File: src/design/dalq_pkg.sv
`default_nettype none

package dalq_pkg;

   // table geometry
   localparam int CAPACITY   = 32;
   localparam int OWNER_BITS = 8;
   localparam int MAX_OUT    = 32;
   localparam int IDX_W      = $clog2(CAPACITY);
   localparam int CNT_W      = $clog2(MAX_OUT + 1);

   // field widths
   localparam int TIME_W        = 32;
   localparam int ALARM_W       = 3;
   localparam int ACTION_W      = 2;
   localparam int KIND_W        = 3;
   localparam int OWNER_FIELD_W = 8;
   localparam int REQ_DATA_W    = 80;
   localparam int RSP_DATA_W    = 16;

   typedef enum logic [ACTION_W-1:0] {
      ACT_REGISTER   = 2'd0,
      ACT_DEREGISTER = 2'd1,
      ACT_TICK       = 2'd2,
      ACT_RESERVED   = 2'd3
   } action_type;

   typedef enum logic [KIND_W-1:0] {
      KIND_OK        = 3'd0,
      KIND_FULL      = 3'd1,
      KIND_NOT_FOUND = 3'd2,
      KIND_FIRED     = 3'd3,
      KIND_NONE      = 3'd4
   } kind_type;

   typedef enum logic [2:0] {
      ST_IDLE,
      ST_SCAN,
      ST_SCAN_END,
      ST_DECIDE,
      ST_FLUSH
   } state_type;

   // one stored alarm
   typedef struct packed {
      logic [TIME_W-1:0]     deadline;
      logic [TIME_W-1:0]     stamp;
      logic [OWNER_BITS-1:0] owner;
      logic [ALARM_W-1:0]    alarm;
   } entry_type;

   localparam int ENTRY_W = $bits(entry_type);

   // controls from the sequencer to the scan unit
   typedef struct packed {
      logic                  clear;
      logic                  sample;
      logic                  tick;
      logic [IDX_W-1:0]      idx;
      logic                  valid;
      logic [OWNER_BITS-1:0] owner;
      logic [ALARM_W-1:0]    alarm;
      logic [TIME_W-1:0]     now;
      logic [TIME_W-1:0]     counter;
   } scan_ctl_type;

   // what one pass over the table found
   typedef struct packed {
      logic                  match_found;
      logic [IDX_W-1:0]      match_idx;
      logic                  free_found;
      logic [IDX_W-1:0]      free_idx;
      logic                  best_found;
      logic [IDX_W-1:0]      best_idx;
      logic [OWNER_BITS-1:0] best_owner;
      logic [ALARM_W-1:0]    best_alarm;
   } scan_res_type;

endpackage

`default_nettype wire

File: src/design/deadline_alarm_queue_unit.sv
`default_nettype none

// Alarm queue holding up to CAPACITY pending alarms (owner, alarm number,
// 32-bit deadline) in a single-port-read entry memory, with valid bits in
// flip-flops so the table is empty straight after reset. The block takes one
// request beat at a time. Register and deregister each read every entry once
// and then answer. A tick runs one pass over the table per fired alarm plus
// one final pass that finds nothing more due; a tick that fires the full 32
// skips the final pass and ends in the flush state instead. Each pass reads
// one entry per cycle through the memory read port. Fired alarms come out in
// deadline order, oldest insertion first on equal deadlines, with tlast on
// the final beat; a tick that fires nothing returns one beat of kind none.
// Each result sits in an output register, so the next request is taken
// while the last result still waits; a stalled result stalls the sequencer.
module deadline_alarm_queue_unit
   import dalq_pkg::*;
(
   input  wire logic                  clock,
   input  wire logic                  reset,
   // request channel
   input  wire logic                  req_tvalid,
   output logic                       req_tready,
   // owner_id [7:0], alarm_number [10:8], deadline [42:11], now [74:43]
   input  wire logic [REQ_DATA_W-1:0] req_tdata,
   // action [1:0]
   input  wire logic [ACTION_W-1:0]   req_tuser,
   // result channel
   output logic                       rsp_tvalid,
   input  wire logic                  rsp_tready,
   // fired_owner [7:0], fired_alarm [10:8]
   output logic      [RSP_DATA_W-1:0] rsp_tdata,
   // kind [2:0]
   output logic      [KIND_W-1:0]     rsp_tuser,
   output logic                       rsp_tlast
);

   localparam logic [IDX_W-1:0] LAST_IDX  = IDX_W'(CAPACITY - 1);
   localparam logic [CNT_W-1:0] LAST_FIRE = CNT_W'(MAX_OUT - 1);

   state_type             state_ff, state_in;
   logic [IDX_W-1:0]      addr_ff, addr_in;
   logic                  smp_ff, smp_in;
   logic [IDX_W-1:0]      smp_idx_ff, smp_idx_in;
   logic [CAPACITY-1:0]   valid_ff, valid_in;
   logic [TIME_W-1:0]     counter_ff, counter_in;

   action_type            act_ff, act_in;
   logic [OWNER_BITS-1:0] owner_ff, owner_in;
   logic [ALARM_W-1:0]    alarm_ff, alarm_in;
   logic [TIME_W-1:0]     deadline_ff, deadline_in;
   logic [TIME_W-1:0]     now_ff, now_in;

   logic                  pend_ff, pend_in;
   logic [OWNER_BITS-1:0] pend_owner_ff, pend_owner_in;
   logic [ALARM_W-1:0]    pend_alarm_ff, pend_alarm_in;
   logic [CNT_W-1:0]      count_ff, count_in;

   logic                  rsp_valid_ff, rsp_valid_in;
   kind_type              rsp_kind_ff, rsp_kind_in;
   logic [OWNER_BITS-1:0] rsp_owner_ff, rsp_owner_in;
   logic [ALARM_W-1:0]    rsp_alarm_ff, rsp_alarm_in;
   logic                  rsp_last_ff, rsp_last_in;

   logic                  out_free;
   logic                  accept;
   logic                  scan_clear;
   logic                  emit;
   kind_type              emit_kind;
   logic [OWNER_BITS-1:0] emit_owner;
   logic [ALARM_W-1:0]    emit_alarm;
   logic                  emit_last;
   logic [IDX_W-1:0]      slot;

   logic                  ram_we;
   logic [IDX_W-1:0]      ram_waddr;
   entry_type             ram_wdata;
   logic                  ram_re;
   entry_type             ram_rdata;

   scan_ctl_type          scan_ctl;
   scan_res_type          scan_res;

   // entry memory
   dalq_entry_ram #(
      .DEPTH (CAPACITY),
      .WIDTH (ENTRY_W)
   ) u_ram (
      .clock   (clock),
      .wr_en   (ram_we),
      .wr_addr (ram_waddr),
      .wr_data (ram_wdata),
      .rd_en   (ram_re),
      .rd_addr (addr_ff),
      .rd_data (ram_rdata)
   );

   // scan unit sees each entry in the cycle after its read
   assign scan_ctl.clear   = scan_clear;
   assign scan_ctl.sample  = smp_ff;
   assign scan_ctl.tick    = (act_ff == ACT_TICK);
   assign scan_ctl.idx     = smp_idx_ff;
   assign scan_ctl.valid   = valid_ff[smp_idx_ff];
   assign scan_ctl.owner   = owner_ff;
   assign scan_ctl.alarm   = alarm_ff;
   assign scan_ctl.now     = now_ff;
   assign scan_ctl.counter = counter_ff;

   dalq_scan u_scan (
      .clock   (clock),
      .reset   (reset),
      .ctl     (scan_ctl),
      .rd_data (ram_rdata),
      .res     (scan_res)
   );

   assign out_free   = !rsp_valid_ff || rsp_tready;
   assign req_tready = (state_ff == ST_IDLE);
   assign accept     = req_tvalid && req_tready;

   // sequencer: next state, memory access and result beats
   always_comb begin
      state_in      = state_ff;
      addr_in       = addr_ff;
      smp_in        = 1'b0;
      smp_idx_in    = addr_ff;
      valid_in      = valid_ff;
      counter_in    = counter_ff;
      act_in        = act_ff;
      owner_in      = owner_ff;
      alarm_in      = alarm_ff;
      deadline_in   = deadline_ff;
      now_in        = now_ff;
      pend_in       = pend_ff;
      pend_owner_in = pend_owner_ff;
      pend_alarm_in = pend_alarm_ff;
      count_in      = count_ff;
      scan_clear    = 1'b0;
      ram_re        = 1'b0;
      ram_we        = 1'b0;
      ram_waddr     = scan_res.match_idx;
      ram_wdata     = '0;
      emit          = 1'b0;
      emit_kind     = KIND_OK;
      emit_owner    = '0;
      emit_alarm    = '0;
      emit_last     = 1'b1;
      slot          = scan_res.match_found ? scan_res.match_idx : scan_res.free_idx;

      unique case (state_ff)
         ST_IDLE: begin
            if (accept) begin
               act_in      = action_type'(req_tuser);
               owner_in    = OWNER_BITS'(req_tdata[7:0]);
               alarm_in    = req_tdata[10:8];
               deadline_in = req_tdata[42:11];
               now_in      = req_tdata[74:43];
               pend_in     = 1'b0;
               count_in    = '0;
               if (action_type'(req_tuser) != ACT_RESERVED) begin
                  state_in   = ST_SCAN;
                  addr_in    = '0;
                  scan_clear = 1'b1;
               end
            end
         end

         ST_SCAN: begin
            // read one entry per cycle
            ram_re     = 1'b1;
            smp_in     = 1'b1;
            smp_idx_in = addr_ff;
            if (addr_ff == LAST_IDX) begin
               state_in = ST_SCAN_END;
            end else begin
               addr_in = addr_ff + 1'b1;
            end
         end

         ST_SCAN_END: begin
            state_in = ST_DECIDE;
         end

         ST_DECIDE: begin
            if (out_free) begin
               unique case (act_ff)
                  ACT_REGISTER: begin
                     emit     = 1'b1;
                     state_in = ST_IDLE;
                     if (scan_res.match_found || scan_res.free_found) begin
                        ram_we             = 1'b1;
                        ram_waddr          = slot;
                        ram_wdata.deadline = deadline_ff;
                        ram_wdata.stamp    = counter_ff;
                        ram_wdata.owner    = owner_ff;
                        ram_wdata.alarm    = alarm_ff;
                        valid_in[slot]     = 1'b1;
                        counter_in         = counter_ff + 1'b1;
                        emit_kind          = KIND_OK;
                     end else begin
                        emit_kind = KIND_FULL;
                     end
                  end

                  ACT_DEREGISTER: begin
                     emit     = 1'b1;
                     state_in = ST_IDLE;
                     if (scan_res.match_found) begin
                        valid_in[scan_res.match_idx] = 1'b0;
                        emit_kind                    = KIND_OK;
                     end else begin
                        emit_kind = KIND_NOT_FOUND;
                     end
                  end

                  ACT_TICK: begin
                     if (scan_res.best_found) begin
                        // retire the alarm; send the one held from the pass before
                        valid_in[scan_res.best_idx] = 1'b0;
                        if (pend_ff) begin
                           emit       = 1'b1;
                           emit_kind  = KIND_FIRED;
                           emit_owner = pend_owner_ff;
                           emit_alarm = pend_alarm_ff;
                           emit_last  = 1'b0;
                        end
                        pend_in       = 1'b1;
                        pend_owner_in = scan_res.best_owner;
                        pend_alarm_in = scan_res.best_alarm;
                        count_in      = count_ff + 1'b1;
                        if (count_ff == LAST_FIRE) begin
                           state_in = ST_FLUSH;
                        end else begin
                           state_in   = ST_SCAN;
                           addr_in    = '0;
                           scan_clear = 1'b1;
                        end
                     end else begin
                        // nothing more due: close the run
                        emit     = 1'b1;
                        state_in = ST_IDLE;
                        if (pend_ff) begin
                           emit_kind  = KIND_FIRED;
                           emit_owner = pend_owner_ff;
                           emit_alarm = pend_alarm_ff;
                        end else begin
                           emit_kind = KIND_NONE;
                        end
                     end
                  end

                  ACT_RESERVED: begin
                     state_in = ST_IDLE;
                  end
               endcase
            end
         end

         ST_FLUSH: begin
            if (out_free) begin
               emit       = 1'b1;
               emit_kind  = KIND_FIRED;
               emit_owner = pend_owner_ff;
               emit_alarm = pend_alarm_ff;
               state_in   = ST_IDLE;
            end
         end

         default: begin
            state_in = ST_IDLE;
         end
      endcase
   end

   // output register
   always_comb begin
      rsp_valid_in = rsp_valid_ff && !rsp_tready;
      rsp_kind_in  = rsp_kind_ff;
      rsp_owner_in = rsp_owner_ff;
      rsp_alarm_in = rsp_alarm_ff;
      rsp_last_in  = rsp_last_ff;
      if (emit) begin
         rsp_valid_in = 1'b1;
         rsp_kind_in  = emit_kind;
         rsp_owner_in = emit_owner;
         rsp_alarm_in = emit_alarm;
         rsp_last_in  = emit_last;
      end
   end

   // control state
   always_ff @(posedge clock) begin
      if (reset) begin
         state_ff     <= ST_IDLE;
         smp_ff       <= 1'b0;
         valid_ff     <= '0;
         counter_ff   <= '0;
         pend_ff      <= 1'b0;
         count_ff     <= '0;
         rsp_valid_ff <= 1'b0;
      end else begin
         state_ff     <= state_in;
         smp_ff       <= smp_in;
         valid_ff     <= valid_in;
         counter_ff   <= counter_in;
         pend_ff      <= pend_in;
         count_ff     <= count_in;
         rsp_valid_ff <= rsp_valid_in;
      end
   end

   // payload
   always_ff @(posedge clock) begin
      addr_ff       <= addr_in;
      smp_idx_ff    <= smp_idx_in;
      act_ff        <= act_in;
      owner_ff      <= owner_in;
      alarm_ff      <= alarm_in;
      deadline_ff   <= deadline_in;
      now_ff        <= now_in;
      pend_owner_ff <= pend_owner_in;
      pend_alarm_ff <= pend_alarm_in;
      rsp_kind_ff   <= rsp_kind_in;
      rsp_owner_ff  <= rsp_owner_in;
      rsp_alarm_ff  <= rsp_alarm_in;
      rsp_last_ff   <= rsp_last_in;
   end

   assign rsp_tvalid = rsp_valid_ff;
   assign rsp_tuser  = rsp_kind_ff;
   assign rsp_tlast  = rsp_last_ff;
   assign rsp_tdata  = {{(RSP_DATA_W - OWNER_FIELD_W - ALARM_W){1'b0}},
                        rsp_alarm_ff, OWNER_FIELD_W'(rsp_owner_ff)};

endmodule

`default_nettype wire

File: src/design/dalq_entry_ram.sv
`default_nettype none

module dalq_entry_ram #(
   parameter int DEPTH = 32,
   parameter int WIDTH = 75
) (
   input  wire logic                     clock,
   input  wire logic                     wr_en,
   input  wire logic [$clog2(DEPTH)-1:0] wr_addr,
   input  wire logic [WIDTH-1:0]         wr_data,
   input  wire logic                     rd_en,
   input  wire logic [$clog2(DEPTH)-1:0] rd_addr,
   output logic      [WIDTH-1:0]         rd_data
);

   logic [WIDTH-1:0] mem [DEPTH];

   // write port
   always_ff @(posedge clock) begin
      if (wr_en) begin
         mem[wr_addr] <= wr_data;
      end
   end

   // registered read port
   always_ff @(posedge clock) begin
      if (rd_en) begin
         rd_data <= mem[rd_addr];
      end
   end

endmodule

`default_nettype wire

File: src/design/dalq_scan.sv
`default_nettype none

module dalq_scan
   import dalq_pkg::*;
(
   input  wire logic         clock,
   input  wire logic         reset,
   input  wire scan_ctl_type ctl,
   input  wire entry_type    rd_data,
   output scan_res_type      res
);

   logic                  match_found_ff, match_found_in;
   logic [IDX_W-1:0]      match_idx_ff, match_idx_in;
   logic                  free_found_ff, free_found_in;
   logic [IDX_W-1:0]      free_idx_ff, free_idx_in;
   logic                  best_found_ff, best_found_in;
   logic [IDX_W-1:0]      best_idx_ff, best_idx_in;
   logic [TIME_W-1:0]     best_deadline_ff, best_deadline_in;
   logic [TIME_W-1:0]     best_age_ff, best_age_in;
   logic [OWNER_BITS-1:0] best_owner_ff, best_owner_in;
   logic [ALARM_W-1:0]    best_alarm_ff, best_alarm_in;

   logic [TIME_W-1:0] age;
   logic              due;
   logic              better;
   logic              hit;

   // compare the entry just read against the running result
   always_comb begin
      age    = ctl.counter - rd_data.stamp;
      due    = ctl.valid && (rd_data.deadline <= ctl.now);
      better = !best_found_ff || (rd_data.deadline < best_deadline_ff) ||
               ((rd_data.deadline == best_deadline_ff) && (age > best_age_ff));
      hit    = ctl.valid && (rd_data.owner == ctl.owner) && (rd_data.alarm == ctl.alarm);

      match_found_in   = match_found_ff;
      match_idx_in     = match_idx_ff;
      free_found_in    = free_found_ff;
      free_idx_in      = free_idx_ff;
      best_found_in    = best_found_ff;
      best_idx_in      = best_idx_ff;
      best_deadline_in = best_deadline_ff;
      best_age_in      = best_age_ff;
      best_owner_in    = best_owner_ff;
      best_alarm_in    = best_alarm_ff;

      if (ctl.clear) begin
         match_found_in = 1'b0;
         free_found_in  = 1'b0;
         best_found_in  = 1'b0;
      end else if (ctl.sample) begin
         if (ctl.tick) begin
            // keep the earliest due alarm, oldest first on a tie
            if (due && better) begin
               best_found_in    = 1'b1;
               best_idx_in      = ctl.idx;
               best_deadline_in = rd_data.deadline;
               best_age_in      = age;
               best_owner_in    = rd_data.owner;
               best_alarm_in    = rd_data.alarm;
            end
         end else begin
            // first matching entry and first free entry
            if (hit && !match_found_ff) begin
               match_found_in = 1'b1;
               match_idx_in   = ctl.idx;
            end
            if (!ctl.valid && !free_found_ff) begin
               free_found_in = 1'b1;
               free_idx_in   = ctl.idx;
            end
         end
      end
   end

   // hold the flags
   always_ff @(posedge clock) begin
      if (reset) begin
         match_found_ff <= 1'b0;
         free_found_ff  <= 1'b0;
         best_found_ff  <= 1'b0;
      end else begin
         match_found_ff <= match_found_in;
         free_found_ff  <= free_found_in;
         best_found_ff  <= best_found_in;
      end
   end

   // hold the payload
   always_ff @(posedge clock) begin
      match_idx_ff     <= match_idx_in;
      free_idx_ff      <= free_idx_in;
      best_idx_ff      <= best_idx_in;
      best_deadline_ff <= best_deadline_in;
      best_age_ff      <= best_age_in;
      best_owner_ff    <= best_owner_in;
      best_alarm_ff    <= best_alarm_in;
   end

   assign res.match_found = match_found_ff;
   assign res.match_idx   = match_idx_ff;
   assign res.free_found  = free_found_ff;
   assign res.free_idx    = free_idx_ff;
   assign res.best_found  = best_found_ff;
   assign res.best_idx    = best_idx_ff;
   assign res.best_owner  = best_owner_ff;
   assign res.best_alarm  = best_alarm_ff;

endmodule

`default_nettype wire

File: config.mk
export PLATFORM = sky130hd
export DESIGN_NAME = deadline_alarm_queue_unit
export DESIGN_NICKNAME = d
export VERILOG_FILES = /design/src/design/dalq_pkg.sv /design/src/design/deadline_alarm_queue_unit.sv /design/src/design/dalq_entry_ram.sv /design/src/design/dalq_scan.sv
export SDC_FILE = /design/constraint.sdc
export NUM_CORES = 2
export LEC_CHECK = 0
export BUFFER_PORTS_ARGS = -buffer_cell sky130_fd_sc_hd__buf_2
export CAP_MARGIN = 20
export CORE_MARGIN = 5
export CORE_UTILIZATION = 30
export DETAILED_ROUTE_END_ITERATION = 7
export PLACE_DENSITY = 0.41
export SYNTH_ARGS = -nofsm -noshare
export SYNTH_HDL_FRONTEND = slang
export SYNTH_SLANG_ARGS = --single-unit
File: constraint.sdc
create_clock -name clock -period 14.96 [get_ports clock]
set_input_delay 2.992 -clock clock [delete_from_list [all_inputs] [get_ports clock]]
set_output_delay 2.992 -clock clock [all_outputs]
set_load 0.05 [all_outputs]
# Word-level counts from Yosys, hierarchy flattened
# Memory sizes are Yosys's and may differ from the RTL's. A register that Yosys moved wholly into a read port is not among the register bits.
# Cells that the tools add are included.
# W data, S select, Z words.
# classes
n_addsub	4
order_cmp	10
eq_ne	25
n_mux	89
bitwise	7
n_reduce_logical	43
# ops
operator	count
$mux W75	4
$mux W32	3
$pmux W32 S3	1
$and A32 B32 Y32	2
$not A32 Y32	2
$mux W5	12
$mux W3	14
$add A32 B1 Y32 const B	1
$eq A32 B32 Y1	1
$gt A32 B32 Y1	1
$le A32 B32 Y1	1
$lt A32 B32 Y1	1
$mux W8	4
$or A32 B32 Y32	1
$sub A32 B32 Y32	1
$mux W1	28
$lt A5 B6 Y1 const B	4
$mux W6	4
$reduce_and A4 Y1	5
$pmux W3 S2	3
$ne A2 B2 Y1 const B	8
$pmux W8 S2	1
$demux W1 S5	3
$ge A5 B1 Y1 const B	3
34 further kinds	70
# totals
reg_bits	282
ramBits	2400
in_bits	86
output_inout_bits	22
wordCells	209
mem_count	1
# memory_table
name	words	width	read_ports	rd_clocked_by_memory_dff	write_ports	line	text
u_ram.mem	32	75	1	1	1	dalq_entry_ram.sv:16	logic [WIDTH-1:0] mem [DEPTH];

# Depth between registers and ports, before layout
# logic_depth
ltp_word	8
depth_mapped	21
mapped_depth_nobuf	21

# By module
# A second synthesis with hierarchy kept.
# unflattened
hier_cells	5150
area_unflattened_um2	109533.8
# modules_own_cells
mod	n_inst	cells_per_inst	area_per_inst_um2	seq_area_each_um2
dalq_entry_ram	1	3622	93317.0	74321.3
deadline_alarm_queue_unit	1	801	8979.9	4864.7
dalq_scan	1	727	7236.9	2762.6

# Least setup slack after synthesis
# Ideal clock, no wire load.
# synth_path
path_type	input to register
from	in req_tvalid
to	reg u_scan.best_age_ff[0], enable pin
setup_time_ns	0.617
arrival_ns	10.017
required_time_ns	14.343
setup_slack_ns	4.326
stages	3
path_buffers	0
path_cell_list	and2_1 -> a22o_1 -> nor3_1
# synth_via
elab_chain_cells	5
# synth_rtl
item	line	text
start, declared	deadline_alarm_queue_unit.sv:21	input wire logic req_tvalid,
$logic_and A1 B1 Y1	deadline_alarm_queue_unit.sv:118	assign accept = req_tvalid && req_tready;
$mux W1	deadline_alarm_queue_unit.sv:151	if (accept) begin
$pmux W1 S2	deadline_alarm_queue_unit.sv:149	unique case (state_ff)
$not A1 Y1 (no source line)	-	
$reduce_and A4 Y1 (no source line)	-	
end signal, assigned	dalq_scan.sv:96	best_age_ff <= best_age_in;
end, declared	dalq_scan.sv:20	logic [TIME_W-1:0] best_age_ff, best_age_in;
# No other way between the ends.
# A chain may end at the register's enable or synchronous reset.

# Worst setup path after layout
# layout_path
from	in rsp_tready
to	mem u_ram.mem[10][50], enable pin
# layout_via
elab_chain_cells	5
elab_cells_between_ends	7
cone_classes	mux: 6; reduce/logical: 1
# layout_rtl
item	line	text
start, declared	deadline_alarm_queue_unit.sv:29	input wire logic rsp_tready,
$logic_or A1 B1 Y1 *	deadline_alarm_queue_unit.sv:116	assign out_free = !rsp_valid_ff || rsp_tready;
$mux W1	deadline_alarm_queue_unit.sv:184	if (out_free) begin
$mux W1	deadline_alarm_queue_unit.sv:149	
$mux W1	dalq_entry_ram.sv:20	if (wr_en) begin
$mux W1 (not written as such)	dalq_entry_ram.sv:21	mem[wr_addr] <= wr_data;
end, declared	dalq_entry_ram.sv:16	
# Mark *: on every way between the ends. The rest lies on a longest branch, timed or not.

==> key figures <==
Outcome
  • Status: finished, final reports clean

Final layout
  • Area Growth Syn to Fin: 16.1%
  • Multi-input logic area: 25100 sq um
  • Share of cells above drive strength 1: 0.284
  • Final net count: 5494
  • Final core utilization: 0.350
  • Register area: 81900 sq um
  • Fill cell count: 33400

Timing
  • Slew margin rel.: 0.213
  • Worst-Margin Slew: 1.17 ns
  • RSZ-0062 raised after global routing: false
  • Fmax: 0.139 GHz
  • Min Clock Period, post-route: a little over 7 ns
  • Setup WS post-layout: 7.79 ns
  • Final Hold Fails: 0
  • Final Skew: 0.0346 ns
  • Fin. max-slew vios: 0
  • Fin crit share: 0.480
  • Setup TNS: 0 ns
  • Endpoints failing setup: 0
  • WHS: ~0.42 ns

Drt
  • Vias: 51000
  • Initial DRC count: 4205
  • DRC: 0
  • WL final: 310000 um
  • Drt wl/cell: 30.1 um
  • Via/cell ratio: 4.96
  • Drt first pass iters: 7
  • Routed Antenna Nets: 0

Pwr
  • P_sw: 5.01 mW
  • Pwr/cell area: 152 nW/um^2
  • Combinational cell fraction of total power: 0.152
  • Total power: ~19 mW
  • Internal power: approximately 14 mW
  • Sequential power share: 0.454
  • VDD IR-drop max: 0.000141 V
  • Sw frac: 0.263
  • Leak Pwr: 33.3 nW
  • Clock power share: 0.394

Clock tree
  • CTS H-tree depth: 5
  • Root Buffer: clkbuf_16
  • Clk buf depth: 4
  • # hold bufs at CTS: 0
  • Worst-Skew Late Latency: 0.90 ns
  • Clk sinks: 2757
  • Cts repair resizes: 0
  • CTS buffer count: 314
  • CTS tree: done
  • Reg clk slew, reported paths: about 0.06 ns
  • Setup bufs post-CTS: 0

Worst hold path
  • Hold Crit Start: u_scan.best_alarm_ff[2]
  • Type of the worst min-delay path: register to register
  • Hold Crit Depth: 0
  • WHS Endpoint: pend_alarm_ff[2]

Logic synthesis
  • Main flop type after synthesis: edfxtp_1
  • Mean post-synth cell area: ~22 sq um
  • Biggest area consumer among synthesized cells: edfxtp_1
  • Cells after Synth: a little under 5000
  • Fraction of registers with async set/reset: 0
  • Synthesis-stage register bit count: 2757
  • Area of the mapped netlist: 108000 sq um
  • Synth area leaders: edfxtp_1, mux4_2, ha_1
  • Yosys cell types: just under 80
  • Post-synth EDFFs: 2673
  • Warnings from Yosys: 0
  • Area share of the largest cell type after synthesis: 0.742
  • Sequential-to-total area share from yosys stat: 0.757

Job
  • Max Cap Violations: 0

Worst setup path
  • CP Launch Type: input port
  • Worst setup EP type: register
  • Crit-path most repeated cell: buf_4
  • Reg2Reg Depth: 21
  • Crit path cell chain: buf_2 -> nor2b_2 -> buf_4 -> nor4_1 -> mux2i_1 -> nand3_1 -> nor2_4 -> buf_4 -> buf_4
  • Worst reg2reg setup slack: 8.71 ns
  • Arrival @ worst endpoint: 7.67 ns
  • Worst Path Max Fanout: 35
  • Setup Crit Path Kind: input port to register
  • Reg2reg start: counter_ff[0]
  • Worst path required time: about 15 ns
  • Worst path max stage delay: 0.90 ns
  • Crit-path slowest cell: buf_4
  • R2R Path End: u_scan.best_age_ff[29]

GRT
  • Total global-route track usage: 0.163
  • Largest net degree at the start of global routing: 119
  • First-pass GRT wire length: 433000 um
  • Grt ovf: 0
  • Antenna violations before repair: 13
  • Vias in the first global route: 54200

Floorplanning
  • Die Wd: 611 um
  • Core box area: 359000 sq um
  • Total die area: 373000 sq um
  • Die Ht: about 600 um
  • Rows: 220
  • Starting Density: 0.301
  • I/O pins: 108

Placement
  • Gpl congestion: 0.749
  • Hpwl dp: ~160000 um
  • Port buffer count: 97
  • DP Worst Slack: 6.78 ns
[cell usage after synthesis (all sizes together), types with 9 or more instances]
cell type and count:
a211oi 41, a21o 47, mux4 760, o22ai 32, nand2b 9, nand2 51, nor2b 16, nor3 14
nor2 115, a21oi 104, nand3 34, o21ai 51, edfxtp 2673, inv 150, mux2 77, clkbuf 143
dfxtp 84, ha 136, nor4 13, nand3b 12, and2 90, or3 16, xnor2 26, xor2 40
nand4 33, buf 82
[logic make-up (layout without fill, tap and decap cells)]
| family | count (synthesis) | in the layout | share of synthesized area |
|---|---|---|---|
| xor gates and xnor gates | 66 | 66 | 0.00534 |
| other | 1 | 9 | 0.0000347 |
| and+or+nand+nor | 436 | 436 | 0.0220 |
| buffers and inverters | 376 | 948 | 0.0138 |
| AOI/OAI and AO/OA | 324 | 324 | 0.0189 |
| DFF | 2757 | 2757 | 0.757 |
| muxes | 843 | 843 | 0.167 |
| adders and majority gates | 137 | 137 | 0.0159 |
[sequential cells by signal, summed over array words and instances, names as in the netlist, 5 cells and up]
register,count
now_ff,32
u_scan.best_owner_ff,8
u_ram.mem,2400
counter_ff,32
deadline_ff,32
u_ram.rd_data,75
pend_owner_ff,8
u_scan.best_idx_ff,5
u_scan.best_deadline_ff,32
valid_ff,32
rsp_owner_ff,8
owner_ff,8
u_scan.best_age_ff,32
smp_idx_ff,5
u_scan.match_idx_ff,5
count_ff,6
u_scan.free_idx_ff,5
addr_ff,5
[routing by layer]
| layer | track usage | up-vias | part of all wire |
|---|---|---|---|
| met1 | 0.229 | 28200 | 0.45 |
| met2 | 0.273 | 1049 | 0.49 |
| li1 | - | 21400 | - |
| met5 | 0 | - | 0 |
| met3 | 0.0195 | 372 | 0.038 |
| met4 | 0.0354 | 0 | 0.019 |
[critical path, delay by kind of cell]
kind | cells | cell delay [ns]
buf+inv | 4 | 2.02
simple gates | 4 | 1.98
mux | 1 | 0.55
[power groups by stage]
stage / clock network [mW] / logic [mW] / registers (mW)
4_1_cts: 7.72 / 3.03 / 8.66
2_1_floorplan: 0 / 2.09 / 8.74
5_1_grt: 8.04 / 3.14 / 8.66
3_3_place_gp: 0 / 3.04 / 8.82
3_5_place_dp: 0 / 3.03 / 8.82
6_report: 7.50 / 2.90 / 8.65
[layout by cell type (no fill, tap or decap), drive strengths merged, types with 7 or more instances in the layout]
cell and n:
nand3 34, dfxtp 84, xnor2 26, o22ai 32
a21oi 104, bufinv 23, nor2b 16, or2 7
o21ai 51, nor2 115, ha 136, nor3 14
xor2 40, or3 16, edfxtp 2673, clkbuf 406
and2 90, nand2b 9, nor4 13, nand3b 12
nand4 33, buf 233, and3 8, mux4 760
a211oi 41, clkinv 117, a21o 47, mux2 77
nand2 51, inv 163
[final cells by class]
class / instances / share of cell area
clock buffers: 403 / 0.0671
flip-flops and latches: 2757 / 0.652
clock inverters: 158 / 0.0113
diodes: 4 / 0.0000797
repair buffers: 236 / 0.0171
well taps: 4773 / 0.0475
inverters: 151 / 0.00455
multi-input cells: 1811 / 0.200
[per-stage QoR]
step / cells / area [sq um]
after global routing: 10300 / 126000
final: 10300 / 126000
after global placement: 9701 / 115000
after CTS: 10300 / 125000
after floorplan: 4944 / 108000
after detailed placement: 9703 / 115000
[how the worst max path moves through the flow]
stage | from | to | slack (ns) | depth (start not counted)
finish | rsp_tready | u_ram.mem[10][50] | 7.79 | 9
global route | rsp_tready | u_ram.mem[8][21] | 7.60 | 9
CTS | rsp_tready | u_ram.mem[8][59] | 7.76 | 9
detailed placement | rsp_tready | u_ram.mem[10][50] | 6.78 | 9
global placement | rsp_tready | u_ram.mem[10][50] | 6.88 | 9
floorplan | req_tvalid | u_scan.best_age_ff[0] | 4.33 | 3
Power figures use the tool's default switching activity.
